## config.mk

```make
export PLATFORM = sky130hd
export DESIGN_NAME = i2c_master_transaction_sequencer_core
export DESIGN_NICKNAME = d
export VERILOG_FILES = /design/src/rtl/imtsq_pkg.sv /design/src/rtl/imtsq_front.sv /design/src/rtl/imtsq_back.sv /design/src/rtl/imtsq_res_fifo.sv /design/src/rtl/i2c_master_transaction_sequencer_core.sv
export SDC_FILE = /design/constraint.sdc
export NUM_CORES = 1
export LEC_CHECK = 0
export BUFFER_PORTS_ARGS = -buffer_cell sky130_fd_sc_hd__buf_2
export CORE_AREA = 10 10 147 204
export CTS_BUF_LIST = sky130_fd_sc_hd__clkbuf_4
export DETAILED_ROUTE_END_ITERATION = 8
export DIE_AREA = 0 0 157 214
export PLACE_DENSITY = 0.53
export SLEW_MARGIN = 20
export SYNTH_ARGS = -nofsm -noshare
export SYNTH_HDL_FRONTEND = slang
export SYNTH_SLANG_ARGS = --single-unit
export TNS_END_PERCENT = 50
```

## constraint.sdc

```tcl
create_clock -name clk_i -period 4.99 [get_ports clk_i]
set_input_delay 0.7485 -clock clk_i [delete_from_list [all_inputs] [get_ports clk_i]]
set_output_delay 0.7485 -clock clk_i [all_outputs]
set_load 0.02 [all_outputs]
```

## src/rtl/imtsq_pkg.sv

```systemverilog
package imtsq_pkg;

  localparam int unsigned QDepth = 2;
  localparam int unsigned QPtrW = $clog2(QDepth);
  localparam int unsigned QCntW = $clog2(QDepth + 1);

  localparam int unsigned RDepth = 4;
  localparam int unsigned RPtrW = $clog2(RDepth);
  localparam int unsigned RCntW = $clog2(RDepth + 1);

  localparam logic [7:0] StMask      = 8'hF8;
  localparam logic [7:0] StStart     = 8'h08;
  localparam logic [7:0] StRepStart  = 8'h10;
  localparam logic [7:0] StWrAddrAck = 8'h18;
  localparam logic [7:0] StWrDataAck = 8'h28;
  localparam logic [7:0] StRdAddrAck = 8'h40;
  localparam logic [7:0] StRxAck     = 8'h50;
  localparam logic [7:0] StRxNack    = 8'h58;

  typedef enum logic [1:0] {
    CMD_BEGIN_RD = 2'd0,
    CMD_BEGIN_WR = 2'd1,
    CMD_EVENT    = 2'd2,
    CMD_NONE     = 2'd3
  } cmd_e;

  typedef enum logic [2:0] {
    ACT_NONE  = 3'd0,
    ACT_START = 3'd1,
    ACT_SEND  = 3'd2,
    ACT_RXACK = 3'd3,
    ACT_RXNAK = 3'd4,
    ACT_STOP  = 3'd5
  } act_e;

  typedef enum logic [2:0] {
    ERR_OK     = 3'd0,
    ERR_START  = 3'd1,
    ERR_ADDR   = 3'd2,
    ERR_DATA   = 3'd3,
    ERR_RXACK  = 3'd4,
    ERR_RXLAST = 3'd5
  } err_e;

  typedef enum logic [2:0] {
    PH_IDLE    = 3'd0,
    PH_START   = 3'd1,
    PH_ADDR    = 3'd2,
    PH_DATA    = 3'd3,
    PH_RX_ACK  = 3'd4,
    PH_RX_LAST = 3'd5
  } phase_e;

  typedef enum logic {
    KIND_BEGIN = 1'b0,
    KIND_EVENT = 1'b1
  } kind_e;

  typedef enum logic [2:0] {
    STC_START,
    STC_REP_START,
    STC_WR_ADDR_ACK,
    STC_WR_DATA_ACK,
    STC_RD_ADDR_ACK,
    STC_RX_ACK,
    STC_RX_NACK,
    STC_OTHER
  } stc_e;

  typedef struct packed {
    logic [1:0] command;
    logic [6:0] slave_address;
    logic [7:0] byte_count;
    logic       send_stop;
    logic [7:0] bus_status;
    logic [7:0] rx_byte;
    logic [7:0] tx_byte;
  } req_t;

  typedef struct packed {
    logic [2:0] bus_action;
    logic [7:0] action_byte;
    logic [7:0] rx_data;
    logic       rx_valid;
    logic       done_res;
    logic [2:0] error_code;
    logic       last;
  } res_t;

  typedef struct packed {
    kind_e      kind;
    logic       is_read;
    logic [7:0] addr_byte;
    logic [7:0] count;
    logic       stop;
    stc_e       stat;
    logic [7:0] rx;
    logic [7:0] tx;
  } cls_t;

endpackage

```

## src/rtl/imtsq_front.sv

```systemverilog
module imtsq_front
  import imtsq_pkg::*;
(
  input  logic clk_i,
  input  logic rst_ni,
  input  logic push_i,
  input  req_t req_i,
  output logic full_o,
  output logic item_valid_o,
  output cls_t item_o,
  input  logic item_pop_i
);

  cls_t             mem_q [QDepth];
  logic [QPtrW-1:0] wr_ptr_q, wr_ptr_d;
  logic [QPtrW-1:0] rd_ptr_q, rd_ptr_d;
  logic [QCntW-1:0] cnt_q, cnt_d;
  cls_t             cls;
  logic             keep;
  logic             wr_en;
  logic             rd_en;

  always_comb begin
    cls.kind      = (req_i.command == CMD_EVENT) ? KIND_EVENT : KIND_BEGIN;
    cls.is_read   = (req_i.command == CMD_BEGIN_RD);
    cls.addr_byte = {req_i.slave_address, cls.is_read};
    cls.count     = (cls.is_read && req_i.byte_count == 8'd0) ? 8'd1 : req_i.byte_count;
    cls.stop      = req_i.send_stop;
    cls.rx        = req_i.rx_byte;
    cls.tx        = req_i.tx_byte;
    unique case (req_i.bus_status & StMask)
      StStart:     cls.stat = STC_START;
      StRepStart:  cls.stat = STC_REP_START;
      StWrAddrAck: cls.stat = STC_WR_ADDR_ACK;
      StWrDataAck: cls.stat = STC_WR_DATA_ACK;
      StRdAddrAck: cls.stat = STC_RD_ADDR_ACK;
      StRxAck:     cls.stat = STC_RX_ACK;
      StRxNack:    cls.stat = STC_RX_NACK;
      default:     cls.stat = STC_OTHER;
    endcase
  end

  // Code three produces nothing, so it is dropped here.
  assign keep   = (req_i.command != CMD_NONE);
  assign full_o = (cnt_q == QCntW'(QDepth));
  assign wr_en  = push_i && !full_o && keep;
  assign rd_en  = item_pop_i && item_valid_o;

  assign item_valid_o = (cnt_q != '0);
  assign item_o       = mem_q[rd_ptr_q];

  always_comb begin
    wr_ptr_d = wr_en ? wr_ptr_q + 1'b1 : wr_ptr_q;
    rd_ptr_d = rd_en ? rd_ptr_q + 1'b1 : rd_ptr_q;
    cnt_d    = cnt_q + QCntW'(wr_en) - QCntW'(rd_en);
  end

  always_ff @(posedge clk_i) begin
    if (wr_en) begin
      mem_q[wr_ptr_q] <= cls;
    end
  end

  always_ff @(posedge clk_i or negedge rst_ni) begin
    if (!rst_ni) begin
      wr_ptr_q <= '0;
      rd_ptr_q <= '0;
      cnt_q    <= '0;
    end else begin
      wr_ptr_q <= wr_ptr_d;
      rd_ptr_q <= rd_ptr_d;
      cnt_q    <= cnt_d;
    end
  end

endmodule

```

## src/rtl/imtsq_back.sv

```systemverilog
module imtsq_back
  import imtsq_pkg::*;
(
  input  logic clk_i,
  input  logic rst_ni,
  input  logic item_valid_i,
  input  cls_t item_i,
  output logic item_pop_o,
  input  logic res_full_i,
  output logic res_push_o,
  output res_t res_o
);

  phase_e     phase_q, phase_d;
  logic       is_read_q, is_read_d;
  logic [7:0] bytes_left_q, bytes_left_d;
  logic       stop_q, stop_d;
  logic       rep_pend_q, rep_pend_d;
  logic [7:0] addr_byte_q, addr_byte_d;
  logic       fail_q, fail_d;
  logic [1:0] fail_cnt_q, fail_cnt_d;
  err_e       err_q, err_d;

  logic       go;
  logic       is_begin;
  logic       exp_ok;
  err_e       fail_code;
  logic [7:0] bl_dec;

  assign go         = item_valid_i && !fail_q && !res_full_i;
  assign is_begin   = (item_i.kind == KIND_BEGIN);
  assign bl_dec     = bytes_left_q - 8'd1;
  assign item_pop_o = go;

  always_comb begin
    unique case (phase_q)
      PH_START: begin
        exp_ok    = rep_pend_q ? (item_i.stat == STC_REP_START) : (item_i.stat == STC_START);
        fail_code = ERR_START;
      end
      PH_ADDR: begin
        exp_ok    = is_read_q ? (item_i.stat == STC_RD_ADDR_ACK)
                              : (item_i.stat == STC_WR_ADDR_ACK);
        fail_code = ERR_ADDR;
      end
      PH_DATA: begin
        exp_ok    = (item_i.stat == STC_WR_DATA_ACK);
        fail_code = ERR_DATA;
      end
      PH_RX_ACK: begin
        exp_ok    = (item_i.stat == STC_RX_ACK);
        fail_code = ERR_RXACK;
      end
      PH_RX_LAST: begin
        exp_ok    = (item_i.stat == STC_RX_NACK);
        fail_code = ERR_RXLAST;
      end
      default: begin
        exp_ok    = 1'b1;
        fail_code = ERR_OK;
      end
    endcase
  end

  // Next state.
  always_comb begin
    phase_d      = phase_q;
    is_read_d    = is_read_q;
    bytes_left_d = bytes_left_q;
    stop_d       = stop_q;
    rep_pend_d   = rep_pend_q;
    addr_byte_d  = addr_byte_q;
    fail_d       = fail_q;
    fail_cnt_d   = fail_cnt_q;
    err_d        = err_q;
    if (fail_q) begin
      if (!res_full_i) begin
        fail_cnt_d = fail_cnt_q + 2'd1;
        if (fail_cnt_q == 2'd3) begin
          fail_d = 1'b0;
        end
      end
    end else if (go) begin
      if (is_begin) begin
        if (phase_q == PH_IDLE) begin
          is_read_d    = item_i.is_read;
          addr_byte_d  = item_i.addr_byte;
          bytes_left_d = item_i.count;
          stop_d       = item_i.stop;
          phase_d      = PH_START;
        end
      end else if (phase_q != PH_IDLE) begin
        if (!exp_ok) begin
          fail_d     = 1'b1;
          fail_cnt_d = 2'd1;
          err_d      = fail_code;
          rep_pend_d = 1'b0;
          phase_d    = PH_IDLE;
        end else begin
          unique case (phase_q)
            PH_START: phase_d = PH_ADDR;
            PH_ADDR, PH_DATA: begin
              if (is_read_q && phase_q == PH_ADDR) begin
                phase_d = (bytes_left_q > 8'd1) ? PH_RX_ACK : PH_RX_LAST;
              end else if (bytes_left_q == 8'd0) begin
                phase_d    = PH_IDLE;
                rep_pend_d = !stop_q;
              end else begin
                bytes_left_d = bl_dec;
                phase_d      = PH_DATA;
              end
            end
            PH_RX_ACK: begin
              bytes_left_d = bl_dec;
              phase_d      = (bl_dec > 8'd1) ? PH_RX_ACK : PH_RX_LAST;
            end
            PH_RX_LAST: begin
              bytes_left_d = 8'd0;
              phase_d      = PH_IDLE;
              rep_pend_d   = !stop_q;
            end
            default: phase_d = phase_q;
          endcase
        end
      end
    end
  end

  // Result.
  always_comb begin
    res_o      = '0;
    res_push_o = 1'b0;
    if (fail_q) begin
      res_push_o       = !res_full_i;
      res_o.bus_action = ACT_STOP;
      res_o.error_code = err_q;
      res_o.done_res   = (fail_cnt_q == 2'd3);
      res_o.last       = (fail_cnt_q == 2'd3);
    end else if (go) begin
      res_o.last = 1'b1;
      if (is_begin) begin
        if (phase_q == PH_IDLE) begin
          res_push_o       = 1'b1;
          res_o.bus_action = ACT_START;
        end
      end else if (phase_q != PH_IDLE) begin
        res_push_o = 1'b1;
        if (!exp_ok) begin
          res_o.bus_action = ACT_STOP;
          res_o.error_code = fail_code;
          res_o.last       = 1'b0;
        end else begin
          unique case (phase_q)
            PH_START: begin
              res_o.bus_action  = ACT_SEND;
              res_o.action_byte = addr_byte_q;
            end
            PH_ADDR, PH_DATA: begin
              if (is_read_q && phase_q == PH_ADDR) begin
                res_o.bus_action = (bytes_left_q > 8'd1) ? ACT_RXACK : ACT_RXNAK;
              end else if (bytes_left_q == 8'd0) begin
                res_o.bus_action = stop_q ? ACT_STOP : ACT_NONE;
                res_o.done_res   = 1'b1;
              end else begin
                res_o.bus_action  = ACT_SEND;
                res_o.action_byte = item_i.tx;
              end
            end
            PH_RX_ACK: begin
              res_o.bus_action = (bl_dec > 8'd1) ? ACT_RXACK : ACT_RXNAK;
              res_o.rx_data    = item_i.rx;
              res_o.rx_valid   = 1'b1;
            end
            PH_RX_LAST: begin
              res_o.bus_action = stop_q ? ACT_STOP : ACT_NONE;
              res_o.rx_data    = item_i.rx;
              res_o.rx_valid   = 1'b1;
              res_o.done_res   = 1'b1;
            end
            default: res_o.bus_action = ACT_NONE;
          endcase
        end
      end
    end
  end

  always_ff @(posedge clk_i or negedge rst_ni) begin
    if (!rst_ni) begin
      phase_q      <= PH_IDLE;
      is_read_q    <= 1'b0;
      bytes_left_q <= 8'd0;
      stop_q       <= 1'b0;
      rep_pend_q   <= 1'b0;
      addr_byte_q  <= 8'd0;
      fail_q       <= 1'b0;
      fail_cnt_q   <= 2'd0;
      err_q        <= ERR_OK;
    end else begin
      phase_q      <= phase_d;
      is_read_q    <= is_read_d;
      bytes_left_q <= bytes_left_d;
      stop_q       <= stop_d;
      rep_pend_q   <= rep_pend_d;
      addr_byte_q  <= addr_byte_d;
      fail_q       <= fail_d;
      fail_cnt_q   <= fail_cnt_d;
      err_q        <= err_d;
    end
  end

endmodule

```

## src/rtl/imtsq_res_fifo.sv

```systemverilog
module imtsq_res_fifo
  import imtsq_pkg::*;
(
  input  logic clk_i,
  input  logic rst_ni,
  input  logic push_i,
  input  res_t data_i,
  output logic full_o,
  output logic empty_o,
  input  logic pop_i,
  output res_t data_o
);

  res_t             mem_q [RDepth];
  logic [RPtrW-1:0] wr_ptr_q, wr_ptr_d;
  logic [RPtrW-1:0] rd_ptr_q, rd_ptr_d;
  logic [RCntW-1:0] cnt_q, cnt_d;
  logic             wr_en;
  logic             rd_en;

  assign full_o  = (cnt_q == RCntW'(RDepth));
  assign empty_o = (cnt_q == '0);
  assign wr_en   = push_i && !full_o;
  assign rd_en   = pop_i && !empty_o;
  assign data_o  = mem_q[rd_ptr_q];

  always_comb begin
    wr_ptr_d = wr_en ? wr_ptr_q + 1'b1 : wr_ptr_q;
    rd_ptr_d = rd_en ? rd_ptr_q + 1'b1 : rd_ptr_q;
    cnt_d    = cnt_q + RCntW'(wr_en) - RCntW'(rd_en);
  end

  always_ff @(posedge clk_i) begin
    if (wr_en) begin
      mem_q[wr_ptr_q] <= data_i;
    end
  end

  always_ff @(posedge clk_i or negedge rst_ni) begin
    if (!rst_ni) begin
      wr_ptr_q <= '0;
      rd_ptr_q <= '0;
      cnt_q    <= '0;
    end else begin
      wr_ptr_q <= wr_ptr_d;
      rd_ptr_q <= rd_ptr_d;
      cnt_q    <= cnt_d;
    end
  end

endmodule

```

## src/rtl/i2c_master_transaction_sequencer_core.sv

```systemverilog
// Sequencer for I2C master transactions on top of a byte-level bus engine.
// Input channel: drive req_i and raise push; the item is taken at a clock
// edge where push is high and full is low. Begin commands and bus events
// from the engine share this channel.
// Result channel: while empty is low, res_o holds the oldest result; it is
// taken at a clock edge where pop is high and empty is low. An item gives
// zero, one or four results, and last marks the final one of each item.
// A taken item is registered in the input queue, and its results in the
// result queue. Throughput: one item per cycle while the result queue has
// room; a failed check stalls until four stop results are written.
// A two-entry input queue decouples classification from the sequencer,
// and a four-entry result queue decouples the sequencer from the receiver.
// When the receiver stalls, the result queue fills, the sequencer halts,
// and full rises once the input queue is full; nothing is lost.
// Reset empties both queues and returns the sequencer to idle with no
// repeated start pending.
module i2c_master_transaction_sequencer_core
  import imtsq_pkg::*;
(
  input  logic clk_i,
  input  logic rst_ni,
  input  logic push,
  output logic full,
  input  req_t req_i,
  output logic empty,
  input  logic pop,
  output res_t res_o
);

  logic item_valid;
  cls_t item;
  logic item_pop;
  logic res_full;
  logic res_push;
  res_t res;

  imtsq_front u_front (
    .clk_i        (clk_i),
    .rst_ni       (rst_ni),
    .push_i       (push),
    .req_i        (req_i),
    .full_o       (full),
    .item_valid_o (item_valid),
    .item_o       (item),
    .item_pop_i   (item_pop)
  );

  imtsq_back u_back (
    .clk_i        (clk_i),
    .rst_ni       (rst_ni),
    .item_valid_i (item_valid),
    .item_i       (item),
    .item_pop_o   (item_pop),
    .res_full_i   (res_full),
    .res_push_o   (res_push),
    .res_o        (res)
  );

  imtsq_res_fifo u_res_fifo (
    .clk_i   (clk_i),
    .rst_ni  (rst_ni),
    .push_i  (res_push),
    .data_i  (res),
    .full_o  (res_full),
    .empty_o (empty),
    .pop_i   (pop),
    .data_o  (res_o)
  );

endmodule

```

==> flow_metrics.env <==
export IMPL_synth_edf_count=174
export IMPL_wirelength_met1_mm=7.46
export IMPL_port_buffers=69
export IMPL_syn_num_nets=653
export IMPL_drive_gt1_share_pct=29.4
export IMPL_drt_wl_total_mm=18.3
export IMPL_yosysMostFrequentCell="edfxtp_1"
export IMPL_multi_input_area_um2=2700
export IMPL_worstPathArrival_ns=4.09
export IMPL_startpoint_type="register"
export IMPL_cp_required_ns=5.53
export IMPL_routed_wl_met2_mm=9.62
export IMPL_yosys_warnings=0
export IMPL_clkTransAtPathRegs_ns=0.07
export IMPL_clk_latency_ns=0.66
export IMPL_synth_cells=585
export IMPL_cts_max_level=2
export IMPL_ctsRootBufferMaster="clkbuf_4"
export IMPL_fin_setup_tns_ns=0
export IMPL_synth_area_um2=9060
export IMPL_ir_drop_mv=0.218
export IMPL_dp_slack_ns=1.39
export IMPL_drc=0
export IMPL_hold_path_class="input pin to asynchronous set/reset pin"
export IMPL_wl_met3_um=803
export IMPL_start_util_pct=34.3
export IMPL_final_setup_viol_count=0
export IMPL_synth_ff_type="edfxtp_1"
export IMPL_postCtsSetupRepairBufs=0
export IMPL_path_class="register to register"
export IMPL_synth_avg_cell_area_um2=15.5
export IMPL_num_vias=5140
export IMPL_synth_area_leaders="edfxtp_1 (58%), dfrtp_1 (10%), mux4_2 (6.2%)"
export IMPL_clock_skew_ns=0.0442
export IMPL_synth_async_reset_ratio_pct=17.9
export IMPL_grt_pass1_wl_mm=30.0
export IMPL_power_w=0.00667
export IMPL_yosys_area_top_type="edfxtp_1"
export IMPL_cts_hold_buffers=0
export IMPL_status="finished, final reports clean"
export IMPL_final_nets=756
export IMPL_worst_pin_slew_ns=0.976
export IMPL_top_layer="met4"
export IMPL_power_density_nw_per_um2=639
export IMPL_hpwl_mm=12.4
export IMPL_synth_top_cells_by_count="edfxtp_1 (174), nor2_1 (43), dfrtp_1 (38), nand2_1 (34), o21ai_0 (31)"
export IMPL_rsz0062_at_grt="false"
export IMPL_setup_slack_ns=1.44
export IMPL_ys_types=67
export IMPL_period_share_pct=71.1
export IMPL_grt_usage_pct=11.2
export IMPL_slew_viol_final=0
export IMPL_ios=73
export IMPL_die_y_um=214
export IMPL_synth_seq_cells=212
export IMPL_drt_iter0_markers=279
export IMPL_grt_antenna_before_repair=1
export IMPL_final_fill_count=2455
export IMPL_dieWidth_um=157
export IMPL_post_cts_resized=0
export IMPL_end_kind="register"
export IMPL_areaGrowthSynthToFinish_pct=15.1
export IMPL_seqCellArea_um2=6180
export IMPL_cts_sinks=212
export IMPL_cts_buffers=48
export IMPL_routedWlPerCell_um=17.3
export IMPL_die_area_um2=33600
export IMPL_ant_nets=0
export IMPL_synth_top_area_share_pct=57.7
export IMPL_hold_viol=0
export IMPL_grt_pass1_vias=5759
export IMPL_viasPerCell=4.88
export IMPL_cts_tree="yes"
export IMPL_cp_max_fo=19
export IMPL_max_slew_margin_rel_pct=34.9
export IMPL_maxCapViolCount=0
export IMPL_dr_pass1_iters=5
export IMPL_clockBufferDepth=3
export IMPL_seq_area_frac_synth_pct=68.2
export IMPL_grt_max_degree=39
export IMPL_grt_ovfl_total=0
export IMPL_max_freq_mhz=282
export IMPL_fin_crit_ns=3.55
export IMPL_core_rowCount=71
export IMPL_core_area_um2=26400
export IMPL_gp_congestion=0.804
export IMPL_leakagePower_nw=3.89
-- stage by stage --
stage	std cells	hold slack, ns	instance area [um^2]	util (%)
5_1_grt	1054	0.213	10400	39.5
4_1_cts	1051	0.201	10400	39.4
3_5_place_dp	965	0.476	9800	37.1
6_report	1054	0.231	10400	39.5
2_1_floorplan	585	0.450	9060	-
3_3_place_gp	965	0.467	9800	37.1
-- metal layers --
layer	vias to the layer above	GRT usage (%)
met5	-	0
li1	2466	-
met3	31	2.71
met1	2523	12.9
met2	120	19.4
met4	0	4.13
-- sequential cells by signal, summed over array words and instances, names as in the netlist --
name                 cells
u_back.stop_q            1
u_front.wr_ptr_q         1
u_front.cnt_q            2
u_back.fail_q            1
u_res_fifo.cnt_q         3
u_front.mem_q           74
u_res_fifo.mem_q       100
u_back.phase_q           3
u_back.bytes_left_q      8
u_back.err_q             3
u_back.fail_cnt_q        2
u_back.rep_pend_q        1
u_res_fifo.wr_ptr_q      2
u_res_fifo.rd_ptr_q      2
u_front.rd_ptr_q         1
u_back.addr_byte_q       8
-- path summary, 6_finish.rpt --
check,start,end,cells past startpoint,slack [ns]
max reg2reg,u_front.rd_ptr_q,u_back.bytes_left_q[6],11,1.44
min in group clk_i,req_i[12],u_front.mem_q[0][12],1,0.27
min reg2reg,u_back.addr_byte_q[2],u_back.addr_byte_q[2],2,0.49
max in group asynchronous,rst_ni,u_front.rd_ptr_q,1,4.10
min,rst_ni,u_back.rep_pend_q,1,0.23
max,u_front.rd_ptr_q,u_back.bytes_left_q[6],11,1.44
-- cell type report --
type / instances / area share, %
tap: 328 / 3.94
inverter: 24 / 0.864
antenna: 2 / 0.0480
timing repair buffer: 80 / 4.22
sequential: 212 / 59.2
clock inverter: 16 / 0.756
multi-input combinational: 322 / 25.9
clock buffer: 70 / 5.04
-- layout by cell type (no fill, tap or decap), drive strengths merged, types with 10 or more instances in the layout --
cell    Yosys  routed
inv        24      25
dfrtp      38      38
clkbuf     15      70
a21oi      13      13
ha         21      21
nand2      34      34
mux2       15      15
nor2       44      44
clkinv      0      15
o21ai      32      32
buf        12      80
edfxtp    174     174
mux2i      30      30
mux4       25      25
nand3      10      10
-- kinds of logic after synthesis --
kind of cell / synth area share, %
AOI/OAI and AO/OA: 6.57
xor gates and xnor gates: 1.35
adders and majority gates: 3.12
buffers and inverters: 2.27
DFF: 68.2
muxes: 11.5
and+or+nand+nor: 6.99
-- critical path, cell delays in order (launching register included) --
cell and delay (ns):
dfrtp_2 0.74, mux2i_1 0.15, buf_4 0.19, inv_1 0.40, ha_1 0.24, nor2_1 0.05
o2111ai_1 0.24, o21bai_1 0.22, o22ai_1 0.11, a21oi_1 0.77, o21ai_0 0.22, o21ai_0 0.12
-- power breakdown --
group	switching, W	total, W	internal, W
registers	0.000277	0.00289	0.00262
logic	0.00151	0.00248	0.000969
clock network	0.000640	0.00129	0.000652
total	0.00243	0.00667	0.00424
(Power assumes the default switching activity.)
